**src/hw/rtl/esf_pkg.sv**
```systemverilog
// shared types, constants and helpers for the ensemble signal fusion block
package esf_pkg;

  // value format
  localparam int VAL_W = 32;
  localparam int FB = 16;
  localparam int DEF_MAX_ENGINES = 8;

  // q.16 and value constants
  localparam int Q_ONE = 65536;
  localparam int ACC_MIN = 655;
  localparam int ACC_MAX = 64881;
  localparam int R_OFS = 655;
  localparam int P_FLOOR = 66;
  localparam int NEAR_TH = 6554;
  localparam int W_BASE = 6554;
  localparam int W_GAIN = 124518;
  localparam int ALPHA_RST = 6554;
  localparam int ACC_RST = 32768;
  localparam int W_RST = 65536;
  localparam int ENG_RST = 3;

  // opcodes
  localparam logic [1:0] OP_VOTE = 2'd0;
  localparam logic [1:0] OP_FUSE = 2'd1;
  localparam logic [1:0] OP_OUTCOME = 2'd2;

  // fusion modes
  localparam logic [1:0] MODE_AVG = 2'd0;
  localparam logic [1:0] MODE_MAJ = 2'd1;
  localparam logic [1:0] MODE_KAL = 2'd2;

  // config register indexes
  localparam logic [1:0] CFG_MODE = 2'd0;
  localparam logic [1:0] CFG_ALPHA = 2'd1;
  localparam logic [1:0] CFG_ENGINES = 2'd2;

  // divider sizes
  localparam int DIV_NW = 48;
  localparam int DIV_DW = 34;

  typedef struct packed {
    logic start;
    logic [DIV_NW-1:0] dividend;
    logic [DIV_DW-1:0] divisor;
  } div_req_t;

  typedef struct packed {
    logic busy;
    logic done;
    logic [DIV_NW-1:0] quotient;
  } div_rsp_t;

  typedef enum logic [4:0] {
    ST_IDLE,
    ST_GATHER,
    ST_NORM_DIV,
    ST_NORM_WAIT,
    ST_MAC_MUL,
    ST_MAC_ACC,
    ST_ROUND,
    ST_KAL_DIV,
    ST_KAL_WAIT,
    ST_KAL_XMUL,
    ST_KAL_XUPD,
    ST_KAL_PMUL,
    ST_KAL_PUPD,
    ST_KAL_END,
    ST_CONF_MUL,
    ST_CONF_UPD,
    ST_COUNT,
    ST_AGR_DIV,
    ST_AGR_WAIT,
    ST_RESULT,
    ST_OUTC_MUL1,
    ST_OUTC_ACC,
    ST_OUTC_MUL2,
    ST_OUTC_W
  } state_t;

  // saturate a wide signed value to 32 bits
  function automatic logic signed [31:0] sat32(input logic signed [36:0] v);
    if (v > 37'sd2147483647) return 32'sh7fffffff;
    else if (v < -37'sd2147483648) return 32'sh80000000;
    else return v[31:0];
  endfunction

endpackage

```
**src/hw/rtl/esf_div.sv**
```systemverilog
// bit-serial restoring divider, one quotient bit per cycle
module esf_div (
  input  logic clk,
  input  logic rst,
  input  esf_pkg::div_req_t req,
  output esf_pkg::div_rsp_t rsp
);
  localparam int ND = esf_pkg::DIV_NW;
  localparam int DD = esf_pkg::DIV_DW;
  localparam int CNW = $clog2(ND + 1);

  logic busy;
  logic done;
  logic [CNW-1:0] cnt;
  logic [ND-1:0] q;
  logic [DD:0] rem;
  logic [DD-1:0] dvs;
  logic [DD:0] rem_sh;
  logic [DD+1:0] diff;
  logic ge;

  // trial subtract of the shifted remainder
  always_comb begin
    rem_sh = {rem[DD-1:0], q[ND-1]};
    diff = {1'b0, rem_sh} - {2'b0, dvs};
    ge = !diff[DD+1];
  end

  always_ff @(posedge clk) begin
    if (rst) begin
      busy <= 1'b0;
      done <= 1'b0;
    end else begin
      done <= 1'b0;
      if (req.start && !busy) begin
        busy <= 1'b1;
        cnt <= CNW'(ND);
        q <= req.dividend;
        rem <= '0;
        dvs <= req.divisor;
      end else if (busy) begin
        rem <= ge ? diff[DD:0] : rem_sh;
        q <= {q[ND-2:0], ge};
        cnt <= cnt - CNW'(1);
        if (cnt == CNW'(1)) begin
          busy <= 1'b0;
          done <= 1'b1;
        end
      end
    end
  end

  assign rsp.busy = busy;
  assign rsp.done = done;
  assign rsp.quotient = q;
endmodule

```
**config.mk**
```make
export PLATFORM = sky130hd
export DESIGN_NAME = esf_div
export DESIGN_NICKNAME = d
export VERILOG_FILES = /design/src/hw/rtl/esf_pkg.sv /design/src/hw/rtl/esf_div.sv
export SDC_FILE = /design/constraint.sdc
export NUM_CORES = 1
export LEC_CHECK = 0
export ABC_CLOCK_PERIOD_IN_PS = 16700
export BUFFER_PORTS_ARGS = -buffer_cell sky130_fd_sc_hd__buf_2
export CAP_MARGIN = 20
export CORE_MARGIN = 2
export CORE_UTILIZATION = 39
export CTS_CLUSTER_SIZE = 16
export DETAILED_ROUTE_END_ITERATION = 16
export MAX_ROUTING_LAYER = met4
export PLACE_DENSITY_LB_ADDON = 0.15
export SLEW_MARGIN = 30
export SYNTH_ARGS = -nofsm -noshare
export SYNTH_HDL_FRONTEND = slang
export SYNTH_SLANG_ARGS = --single-unit
```
**constraint.sdc**
```tcl
create_clock -name clk -period 16.7 [get_ports clk]
set_input_delay 3.34 -clock clk [delete_from_list [all_inputs] [get_ports clk]]
set_output_delay 3.34 -clock clk [all_outputs]
set_load 0.01 [all_outputs]
```
==> metrics.cfg <==
[run_status]
status=finished, final reports clean

[synthesis]
synth_common_cells=nand2_1 (210), edfxtp_1 (122), a21oi_1 (63), inv_1 (43), ha_1 (36)
yosysUniqueCellTypes=57
synth-seq-cells=124
synth_area_mm2=0.00692
synthAdderAreaFrac=0.0680
synth-async-reset-ratio=0
synth-simple-area-share=0.175
synth-main-ff-cell=edfxtp_1
syn_nets=814
synth_area_leaders=edfxtp_1 (53%), nand2_1 (11%), ha_1 (6.5%)
postSynthAreaPerCell_um2=9.99
netlist.area_leader.share=0.530
synthXorXnorAreaFrac=0.0405
synthMuxAreaShare=0
netlist_instances=692
ys_warn_count=0
synth.most_common_cell=nand2_1
synth_top_family_by_area=simple AND/OR/NAND/NOR gates
synth_compound_area_frac=0.132
ys_seq_area_frac=0.536
synth-edff-count=122
yosysTopAreaCell=edfxtp_1

[cells_and_area]
layout-drive-gt1-share=0.227
regArea_mm2=0.00370
areaGrowthSynthToFinish_pct=21.0
multiInputGateArea_mm2=0.00291
design_area_mm2=0.00837
fillerInstances=1693
layout.cells.non_filler=1058
nets=941

[grt]
overflow=0
track_usage=0.176
grt_start_max_net_pins=89
grt_pass1_wl_mm=25.0
grt_pass1_vias=5185
antenna_found_initial=1

[timing]
relSlewSlack=0.410
min_period_ns=4.67
fmax_ghz=0.214
final-setup-viol-count=0
worst_pin_slew_ns=0.885
final.setup_skew_ns=0.0125
tns_ns=0
finalHoldViolations=0
slew_viol_final=0
post-route-period-util=0.279
rsz0062_at_grt=no

[critical_path]
cp_cell_sequence=buf_2 > nor2b_4 > buf_4 > nor2_1
r2r-start=rem[18]
worstSetupPathType=in2reg
cpPeakStageDelay_ns=0.64
crit_family=buffers and inverters
startpoint_type=primary input
crit_arrival_ns=4.81
cp-end-kind=flip-flop
cp_slowest_cell=buf_4
worst-r2r-cell-count=11
reg2reg_setup_slack_ns=13.16
r2r-end=rem[15]
worst-path-buf-inv=2
path_max_fanout=56
critPathRequiredTime_ns=16.85

[floorplan]
die-area_mm2=0.0188
num_rows=48
io-pin-count=135
die_y_um=137
fp.coreArea_mm2=0.0173
die_w_um=137
initial_core_util=0.400

[routing]
drt_iter0_markers=272
viasPerCell=4.99
routedWlPerCell_um=14.7
ant_nets=0
drt-total-wl_mm=15.6
drcViolationCount=0
first_pass_iters=5
vias=5283

[min_path]
holdPathEnd=q[7]
hold_path_depth=2
min_from=q[6]
hold_class=reg2reg

[job]
drv_cap=0

[cts]
path_clk_slew_ns=0.06
clock-sinks=124
post-cts-setup-buffers=0
ctsHoldBuffers=0
cts_tree=done
clockBufferDepth=2
insertion_delay_ns=0.43
cts_resized=0
cts_buffers=17
htree_num_levels=4
cts-root-buf=clkbuf_16

[place]
io_buffers=134
dp_cells=1025
post_dp_cell_area_mm2=0.00779
place_congestion=0.856
dp_hpwl_mm=10.6

[power_and_ir_drop]
vdd_drop_max_uv=72.8
leakage_nw=3.72
pwr_density_cell_mw_per_mm2=114

-- worst max path at each step --
stage	cells past startpoint	slack, ns	from	endpoint
after floorplan	2	9.09	req[82]	cnt[0]
after global placement	3	11.12	req[82]	dvs[17]
after detailed placement	4	11.57	req[82]	cnt[3]
after CTS	4	12.02	req[82]	cnt[3]
after global routing	4	11.89	req[82]	cnt[2]
final	4	12.03	req[82]	cnt[3]
-- sequential cells by signal, indices dropped and copies added (netlist names) --
register and count:
q 48, dvs 34, rem 34, cnt 6, busy 1, done 1
-- worst reg2reg max path: cells and delay by family (launching register included) --
family	cells	cell delay [ns]
buffers and inverters	1	0.39
flip-flops	1	0.41
AND/OR/NAND/NOR	4	1.09
adder cells (fa/ha/maj)	1	0.44
AO/OA/AOI/OAI	5	1.07
-- final cells by class --
cell class              count  share of cell area
flip-flops and latches    124               0.442
clock inverters            15              0.0181
well taps                 225              0.0336
repair buffers            139              0.0874
clock buffers              17              0.0508
diodes                      1            0.000299
multi-input cells         494               0.348
inverters                  43              0.0193
-- kinds of logic (layout without fill, tap and decap cells) --
family,Yosys count,after routing
compound gates,137,137
flops,124,124
simple gates,288,288
other cells,0,1
fa+ha+maj,37,37
xor+xnor,32,32
buf+inv,74,214
-- cells in the final DEF, fill, tap and decap left out, drive strengths merged, types with 3 or more instances in the layout --
| master | instances |
|---|---|
| a211oi | 6 |
| nor2b | 4 |
| o21ai | 17 |
| xor2 | 14 |
| nand3 | 11 |
| o21a | 3 |
| edfxtp | 122 |
| o211a | 4 |
| o211ai | 6 |
| nor2 | 26 |
| a21oi | 65 |
| nand4 | 4 |
| clkinvlp | 5 |
| buf | 139 |
| nand2b | 10 |
| a21o | 9 |
| nor3 | 5 |
| and3 | 7 |
| a41oi | 4 |
| clkbuf | 17 |
| o21bai | 3 |
| xnor2 | 18 |
| inv | 52 |
| nand2 | 210 |
| and4b | 3 |
| a31oi | 4 |
| and2 | 5 |
| ha | 36 |
-- power by group --
group | total (mW) | internal [mW] | switching (mW)
Sequential | 0.391 | 0.378 | 0.0132
Clock | 0.364 | 0.210 | 0.154
Combinational | 0.200 | 0.0825 | 0.118
Total | 0.955 | 0.670 | 0.285
-- per-stage QoR --
stage	util	power [mW]	setup WS [ns]	hold slack, ns
2_1_floorplan	-	0.547	9.09	0.529
3_3_place_gp	0.448	0.593	11.12	0.521
3_5_place_dp	0.450	0.597	11.57	0.530
4_1_cts	0.484	0.965	12.02	0.546
5_1_grt	0.484	1.00	11.89	0.571
6_report	0.484	0.955	12.03	0.545
-- metal layers --
layer  GRT usage  vias to the layer above  routed length, µm
li1            -                     2673                  -
met1       0.221                     2454               7300
met2       0.270                      140               7160
met3      0.0544                       16                933
met4      0.0607                        0                166
met5           -                        -                  0
(Power assumes the default switching activity.)
